**src/design/lorentz_force_magnitude_sum_macros.svh**
```systemverilog
// assertion macros used by the lorentz force sum top level
// no dependencies; included by the top level, which carries concurrent checks
`ifndef LORENTZ_FORCE_MAGNITUDE_SUM_MACROS_SVH
`define LORENTZ_FORCE_MAGNITUDE_SUM_MACROS_SVH

// same-cycle implication, disabled while reset is low
`define LFMS_ASSERT_IMP(lbl, clk, rstn, ante, cons, msg) \
  lbl: assert property (@(posedge clk) disable iff (!rstn) (ante) |-> (cons)) \
    else $error(msg);

// next-cycle implication, disabled while reset is low
`define LFMS_ASSERT_NXT(lbl, clk, rstn, ante, cons, msg) \
  lbl: assert property (@(posedge clk) disable iff (!rstn) (ante) |=> (cons)) \
    else $error(msg);

`endif

```
**src/design/lfms_isqrt.sv**
```systemverilog
`timescale 1ns / 1ps
// iterative integer square root, one root bit per cycle
// no dependencies
module lfms_isqrt #(
  parameter int RW = 52
) (
  input  logic            clk,
  input  logic            rst_n,
  input  logic            start,
  input  logic [2*RW-1:0] radicand,
  output logic            done,
  output logic [RW-1:0]   root
);

  localparam int CB = $clog2(RW + 1);

  logic            busy_r;
  logic            done_r;
  logic [CB-1:0]   cnt_r;
  logic [2*RW-1:0] rad_r;
  logic [RW+1:0]   rem_r;
  logic [RW-1:0]   root_r;

  logic [RW+3:0]   tmp;
  logic [RW+3:0]   trial;

  assign tmp   = {rem_r, rad_r[2*RW-1 -: 2]};
  assign trial = {2'b00, root_r, 2'b01};

  always_ff @(posedge clk) begin
    if (!rst_n) begin
      busy_r <= 1'b0;
      done_r <= 1'b0;
      cnt_r  <= '0;
    end else begin
      done_r <= 1'b0;
      if (start) begin
        busy_r <= 1'b1;
        cnt_r  <= CB'(RW);
      end else if (busy_r) begin
        cnt_r <= cnt_r - 1'b1;
        if (cnt_r == CB'(1)) begin
          busy_r <= 1'b0;
          done_r <= 1'b1;
        end
      end
    end
  end

  always_ff @(posedge clk) begin
    if (start) begin
      rad_r  <= radicand;
      rem_r  <= '0;
      root_r <= '0;
    end else if (busy_r) begin
      rad_r <= rad_r << 2;
      if (tmp >= trial) begin
        rem_r  <= (RW+2)'(tmp - trial);
        root_r <= {root_r[RW-2:0], 1'b1};
      end else begin
        rem_r  <= (RW+2)'(tmp);
        root_r <= {root_r[RW-2:0], 1'b0};
      end
    end
  end

  assign done = done_r;
  assign root = root_r;

endmodule

```
**config.mk**
```make
export PLATFORM = sky130hd
export DESIGN_NAME = lfms_isqrt
export DESIGN_NICKNAME = d
export VERILOG_FILES = /design/src/design/lorentz_force_magnitude_sum_macros.svh /design/src/design/lfms_isqrt.sv
export SDC_FILE = /design/constraint.sdc
export NUM_CORES = 1
export LEC_CHECK = 0
export ABC_CLOCK_PERIOD_IN_PS = 7400
export BUFFER_PORTS_ARGS = -buffer_cell sky130_fd_sc_hd__buf_4
export CAP_MARGIN = 10
export CORE_AREA = 2 2 229 231
export DETAILED_ROUTE_END_ITERATION = 8
export DIE_AREA = 0 0 231 233
export PLACE_DENSITY = 0.47
export SKIP_LAST_GASP = 1
export SYNTH_ARGS = -nofsm -noshare
export SYNTH_HDL_FRONTEND = slang
export SYNTH_SLANG_ARGS = --single-unit
export TNS_END_PERCENT = 1
```
**constraint.sdc**
```tcl
create_clock -name clk -period 7.4 [get_ports clk]
set_clock_uncertainty 0.1 [all_clocks]
set_input_delay 0.37 -clock clk [delete_from_list [all_inputs] [get_ports clk]]
set_output_delay 0.37 -clock clk [all_outputs]
set_load 0.01 [all_outputs]
```
==> run summary, run 1 <==
The initial antenna violation count came out at 1. The clock insertion delay at the later pin of the skew report is around 0.58 ns. The final estimated routing congestion in global placement is a little over 0.8.

The minimum setup slack in the final design came out at 3.52 ns. The post-CTS repair timing setup buffer count is 0. The total number of vias is roughly 9900. The worst-case vdd ir drop came out at roughly 210 uV. The clock tree from TritonCTS is done. The effective utilization at floorplan is 0.249.

The cell family contributing the most delay on the critical path is simple AND/OR/NAND/NOR gates. The met2 capacity usage during global routing is 0.206. The count of nets after finishing is about 1600. Walking the worst path, the cells encountered are inv_1 -> ha_1 -> nand4_2 -> nor3_2 -> nand4b_1 -> a21oi_2 -> o31ai_4 -> and3_4 -> nor2_4 -> buf_4 -> mux2_4 -> o31a_1. The sequential area share after synthesis came out at 0.426.

The accumulated negative setup slack came out at 0 ns. The area added between synthesis and finish is 28.8%. The remaining max-slew budget at the tightest pin came out at 0.386.

The mean cell area of the mapped netlist is 10.2 sq um. The critical path buffer and inverter count is 2. The register area is ~5400 sq um. The final hold violation count came out at 0. The number of detailed-route iterations in the first pass came out at 5.

The maximum fanout count along the critical path came out at 26. The synthesized area came out at around 13000 sq um. Across the run, the number of max-cap violations was 0. The run finished with clean final reports.

The clock-pin transition on the worst setup and hold timing paths came out at around 0.050 ns. On the worst path, the slowest cell contributes a delay of 0.48 ns. The shortest clock period the worst path allows after layout is around 3.9 ns. The highest clock rate is 257 MHz. The final setup violation count is 0. The min-delay analysis places its worst path in the category flop to flop. The kind of start point of the critical path is a flop.

The floorplan step defined a core boundary enclosing approximately 51000 sq um. The number of clock buffers inserted by TritonCTS is 28. The detailed-route wire length is about 34 mm. The most used flip-flop cell after synthesis is dfxtp_1.

The register bit count reported by yosys is between 200 and 250. The multi-input gate area in the final layout is around 6700 sq um. The maximum level of the CTS H-tree came out at 1. The power per cell area came out at between 200 and 300 nW/um^2.

Summed over all cells, the static leakage comes to 6.33 nW. The met1 demand-to-capacity share in global routing is 0.164. The number of global-route vias before repair came to just over 10000. The slew at the pin closest to its max-slew limit came out at roughly 0.92 ns. After floorplanning, the core was divided into 83 placement rows.

Clock tree synthesis selected as its root buffer the cell clkbuf_16. The worst setup path is of the flop to flop kind. The buffer depth of the longest clock path is 3. The number of different library cells in the post-synthesis netlist is 75. The slowest cell on the critical path is nor2_4. The die covers ~54000 sq um.

The required time reported for the critical path endpoint came out at 7.74 ns. Of the available clock period, the critical path in the final layout requires 0.525. After global routing, the most crowded layer is met2.

The cell total after placement came out at 2024. The async set-or-reset flop fraction in the synthesized netlist came out at 0. The max-slew violation total from the final report is 0.

The pin count of the biggest net entering global routing came out at just over 90. Dividing the detail-routed via count by the number of cells gives ~4.6. Setup repair after global routing left no endpoint under its margin. The warning count from the yosys run is 0.

Timing analysis after detailed placement gives a worst setup slack of 3.51 ns. In the global route stage, met3 resource usage came out at 0.0319. The first-pass GRT wire length came out at 54.7 mm. The overall global routing resource usage came out at 0.125.

The arrival time at the worst endpoint came out at between 4 and 5 ns. The utilization of the core after routing is 0.320. Post-CTS repair changed the size of 0 cells. Counting flops with a built-in enable in the synthesized netlist gives ~100. Fill cells in the final layout number about 5300. The total half-perimeter wirelength after legalization and detailed placement came out at between 20 and 25 mm. 160 I/O pins were placed. The net count after synthesis came out at roughly 1400.

The share of layout cells above drive strength 1 came out at 0.274. The count of nets left with antenna violations once routing finished came out at 0. STA classifies the critical path endpoint as a flop. The die is around 230 um tall.

For this block, the initial DRC count from the detailed router was 415. The non-filler instance count after layout came out at between 2000 and 2500. After detailed routing, the average wire length per cell comes to roughly 16 um. The total clock sinks is roughly 220. Hold repair after CTS inserted 105 buffers. The cell count after synthesis is 1251. The die boundary width is about 230 um.

The number of I/O port buffers is about 160. Global routing finished with a remaining overflow of 0. The residual DRC count came out at 0.
## cell families after synthesis
family / synth area share
AND/OR/NAND/NOR: 0.140
AO/OA/AOI/OAI: 0.165
flip-flops: 0.426
multiplexers: 0.134
buffers and inverters: 0.0504
adder cells (fa/ha/maj): 0.0552
XOR/XNOR: 0.0296
## registers in the layout, summed over array words and instances (netlist names)
signal	flops
rad_r	104
rem_r	54
root	52
cnt_r	6
busy_r	1
done	1
## worst paths after layout
kind            start         to  slack, ns  cells past startpoint
max reg2reg  root[22]  rem_r[46]       3.52                     12
max          root[22]  rem_r[46]       3.52                     12
min reg2reg  cnt_r[1]   cnt_r[1]       0.40                      2
min          cnt_r[1]   cnt_r[1]       0.40                      2
## per-stage QoR
| step | hold WS, ns | cell area, sq um | power [mW] |
|---|---|---|---|
| after global routing | 0.427 | 16400 | 5.21 |
| after detailed placement | 0.390 | 14400 | 3.51 |
| final | 0.399 | 16400 | 4.86 |
| after global placement | 0.385 | 14400 | 3.52 |
| after floorplan | 0.368 | 12700 | 3.16 |
| after CTS | 0.398 | 16400 | 4.94 |
## cell type report
type,instances,area share
Clock buffer,36,0.0471
Sequential cell,218,0.331
Tap cell,680,0.0520
Inverter,62,0.0142
Multi-Input combinational cell,898,0.407
Clock inverter,12,0.00833
Antenna cell,1,0.000153
Timing Repair Buffer,271,0.141
## per-layer routing
| layer | vias to the layer above | part of all wire |
|---|---|---|
| met3 | 38 | 0.055 |
| met2 | 201 | 0.46 |
| met1 | 4694 | 0.47 |
| li1 | 4977 | - |
| met4 | 0 | 0.018 |
| met5 | - | 0 |
## power by group
group | total [mW] | internal (mW) | switching, mW
clock | 1.34 | 0.800 | 0.543
combinational | 2.02 | 0.789 | 1.24
sequential | 1.49 | 1.40 | 0.0877
## worst reg2reg max path, delay by kind of cell, from the launching register on
kind / cells / cell delay (ns)
compound gates: 3 / 0.59
fa+ha+maj: 1 / 0.43
mux: 1 / 0.35
simple gates: 5 / 1.44
buf+inv: 2 / 0.49
flops: 1 / 0.37
## Yosys cell counts (10+ instances only)
| library cell | count | area, sq um |
|---|---|---|
| edfxtp_1 | 104 | 3120 |
| o21ai_1 | 10 | 50.1 |
| mux2_2 | 102 | 1150 |
| nand2_2 | 32 | 200 |
| a211oi_1 | 14 | 105 |
| dfxtp_1 | 114 | 2280 |
| xnor2_1 | 24 | 210 |
| o21bai_1 | 10 | 75.1 |
| a311oi_2 | 32 | 480 |
| nor2_1 | 139 | 522 |
| nand4_1 | 24 | 150 |
| a21o_1 | 21 | 158 |
| o21ai_0 | 37 | 185 |
| xor2_1 | 19 | 166 |
| nand2_1 | 92 | 345 |
| clkbuf_1 | 40 | 150 |
| mux2i_1 | 54 | 541 |
| o21a_1 | 15 | 113 |
| buf_2 | 18 | 90.1 |
| inv_1 | 62 | 233 |
| nor3_1 | 19 | 95.1 |
| ha_1 | 56 | 701 |
| a21oi_1 | 72 | 360 |
## layout by cell type, fill, tap and decap left out, types with 10 or more instances in the layout
cell	n
o21ai_0	37
mux2_2	102
nor2_1	139
o21a_1	15
o21ai_1	10
a211oi_1	14
dlygate4sd3_1	105
edfxtp_1	104
inv_1	62
dfxtp_1	113
xnor2_1	24
nand2_1	92
nand4_1	24
a311oi_2	32
a21oi_1	72
buf_4	165
mux2i_1	54
nand2_2	32
clkbuf_16	28
ha_1	56
a21o_1	21
nor3_1	19
xor2_1	19
o21bai_1	10
Power figures use the tool's default switching activity.
==> run 2, diff against run 1 <==
Settings changed: ABC_CLOCK_PERIOD_IN_PS 7400 to 3800.
Clock period 7.4 ns to 3.8 ns, I/O delays scaled along.
==> run 2 against run 1 <==
Effect of this change: hold slack got worse by 0.17 ns; die area unchanged; highest routed layer unchanged; largest power group unchanged; via count increased by 1.2%; clock power increased by 99%; core utilization increased by 0.25 points; sequential power increased by 95%; cell count increased by 0.46%; cell area increased by 0.77%.
==> run summary, run 2 (same netlist as run 1, synthesis figures left out) <==
The flow ran to the end, and the final reports show no timing, DRC or antenna violations. The worst-case vdd ir drop is 382 uV (+79%). The die boundary height is 233 um (unchanged). The number of flip-flops in the largest register is 104 (unchanged). The critical path buffer and inverter count came out at 2 (unchanged). In this design, the largest share of critical-path delay is due to compound AO/OA/AOI/OAI gates. The pin count of the biggest net entering global routing is 138 (+50%). The number of I/O port buffers came to 159 (unchanged). The worst setup slack after placement is 0.287 ns (-3.22 ns). The highest clock rate came out at 292 MHz (+14%). The shortest clock period the worst path allows after layout came out at 3.42 ns (-0.465 ns). The top-level I/O count is 160 (unchanged). The area added between synthesis and finish came out at 29.8%. The detailed-route wire length is 33.9 mm (+0.22%). The final hold violation count is 0 (unchanged). The number of instances on the worst hold path is 2 (unchanged). The total grt overflow is 0 (unchanged).

The post-route fraction of the period consumed by the critical path came out at 0.900 (+0.375). The power per cell area is 584 nW/um^2 (+97%). In the layout the commonest cells are 167 x buf_4, 139 x nor2_1, 113 x dfxtp_1.

The residual DRC count came to 0 (unchanged). The count of cells along the worst register-to-register path came to 12 (unchanged). The number of routed nets with antenna violations came out at 0 (unchanged).

The register area is 5410 sq um (unchanged). The final estimated routing congestion in global placement was 0.812 (-1.7%). The worst hold path terminates at rad_r[1]. The count of max-cap constraint violations is 0 (unchanged). The post-CTS repair timing setup buffer count came out at 0 (unchanged).

The overall global routing resource usage came out at 0.126 (+0.00118). The remaining max-slew budget at the tightest pin is 0.405 (+0.0186). Ranked by flip-flop count, first place goes to rad_r. The effective utilization at floorplan came out at 0.249 (unchanged).

The met3 demand-to-capacity share in global routing is 0.0319 (unchanged). The first-pass GRT wire length came out at 55.6 mm (+1.6%). The buffer depth of the longest clock path is 3 (unchanged).

The endpoint of the lowest-slack register-to-register path is rem_r[24]. The number of fill cells in the layout came out at 5351 (+0.075%). The standard-cell row count is 83 (unchanged). The maximum fanout count along the critical path is 23 (-12%). met2 is the most crowded layer. The initial antenna violation count is 4 (+3). The maximum level of the CTS H-tree is 1 (unchanged). The number of detailed-route iterations in the first pass was 4 (-1).

The wire length per cell after detailed routing came to 15.5 um (-0.23%). The core box area is 51100 sq um (unchanged). The most common library cell in the layout ignoring fill and taps is buf_4. CTS placed an instance of clkbuf_16 at the clock tree root.

TritonCTS built the clock tree. The slew at the pin closest to its max-slew limit came out at 0.893 ns (-0.0279 ns). The clock insertion delay at the later pin of the skew report came to 0.58 ns (about the same). The highest cell delay on the worst timing path came out at 0.38 ns (-0.10 ns). The signal on the critical path passes through inv_1 -> ha_1 -> a21oi_1 -> o221ai_1 -> a21oi_1 -> a21oi_1 -> o31ai_4 -> nand3_4 -> nand2_8 -> buf_12 -> a21oi_1 -> a211oi_1.

The max-slew violation total from the final report came out at 0 (unchanged). The critical path is of the flop to flop type. The multi-input gate area in the final layout is 6670 sq um (+0.13%). The total clock sinks is 218 (unchanged). The required time reported for the critical path endpoint came out at 4.16 ns (-3.58 ns). The final setup violation count came out at 0 (unchanged). The arrival time at the worst endpoint came out at 3.78 ns (-0.45 ns). The class of the most critical hold timing path is primary input to flop. The worst hold path begins at start. The reported leakage power came out at 6.39 nW (+0.91%). The slowest stage of the critical path is the dfxtp_1 cell. The total number of vias came out at 10025 (+1.2%). The most common cell type on the critical path is a21oi_1. The met2 capacity usage during global routing is 0.212 (+0.00582).

The average vias per placed instance is 4.58 (+0.70%). The type of element capturing the critical path is a flop. The count of nets after finishing came to 1648 (+0.37%).

The starting DRC count in detailed routing came out at 500 (+20%). The number of clock buffers inserted by TritonCTS is 28 (unchanged). The number of global-route vias before repair came to 10315 (+2.1%).

In this run the critical register-to-register path is launched from root[19]. The clock-pin transition on the worst setup and hold timing paths is 0.06 ns (about the same). Setup repair after global routing left no endpoint under its margin.

The total half-perimeter wirelength after legalization and detailed placement was 23.7 mm (about the same). The die boundary width came to 231 um (unchanged). The kind of start point of the critical path is a flop. The accumulated negative setup slack came out at 0 ns (unchanged). The share of layout cells above drive strength 1 is 0.276 (+0.00205). The worst reg-to-reg setup slack came out at 0.38 ns (-3.14 ns). The area of the die came out at 53800 sq um (unchanged). The minimum setup slack in the final design is 0.381 ns (-3.14 ns). The met1 demand-to-capacity share in global routing is 0.162 (-0.00267).
==> run 2: cell types whose count changed in the layout (fill, tap and decap cells not counted), moves of 2 or more <==
cell      delta
clkinv_1     +3
buf_12       +4
diode_2      +3
buf_4        +2
clkinv_4     +2
clkbuf_8     -2
==> run 2: worst max path at each step <==
stage | startpoint | to | slack [ns] | depth (start not counted)
2_1_floorplan | busy_r | rad_r[0] | 0.68 | 4
5_1_grt | root[19] | rem_r[38] | 0.07 | 12
3_5_place_dp | root[19] | rem_r[38] | 0.29 | 12
3_3_place_gp | root[19] | rem_r[38] | 0.39 | 12
4_1_cts | root[19] | rem_r[38] | 0.26 | 12
6_report | root[19] | rem_r[24] | 0.38 | 12
==> run 2: per-stage QoR <==
stage	area, sq um	hold WS, ns	util	total power, mW	instances
2_1_floorplan	12700	0.207	-	6.15	1251
3_3_place_gp	14500	0.335	0.284	6.94	2030
3_5_place_dp	14500	0.340	0.284	6.94	2030
4_1_cts	16500	0.214	0.322	9.77	2184
5_1_grt	16500	0.240	0.323	10.3	2188
6_report	16500	0.227	0.323	9.62	2188
==> run 2: area by class of cell <==
type	instances	share of cell area
sequential	218	0.328
tap	680	0.0516
timing repair buffer	277	0.145
clock inverter	16	0.0111
clock buffer	33	0.0448
multi-input combinational	898	0.404
inverter	62	0.0141
antenna	4	0.000607
==> run 2: repair_timing <==
action,CTS,global route
gates resized for setup,0,1
hold buffers,105,0
endpoints found under the setup margin,0,1
hold endpoints to repair,112,0
==> run 2: layer usage <==
metal  wire, um  share of wire
met5          0              0
met4        600          0.018
met3       1850          0.054
met2      15800           0.47
met1      15600           0.46
==> run 2: power breakdown <==
part           total, mW  leakage (nW)  switching, mW  internal [mW]
Sequential          2.90          1.98          0.168           2.73
Combinational       4.06          3.97           2.40           1.66
Clock               2.66         0.446           1.07           1.59
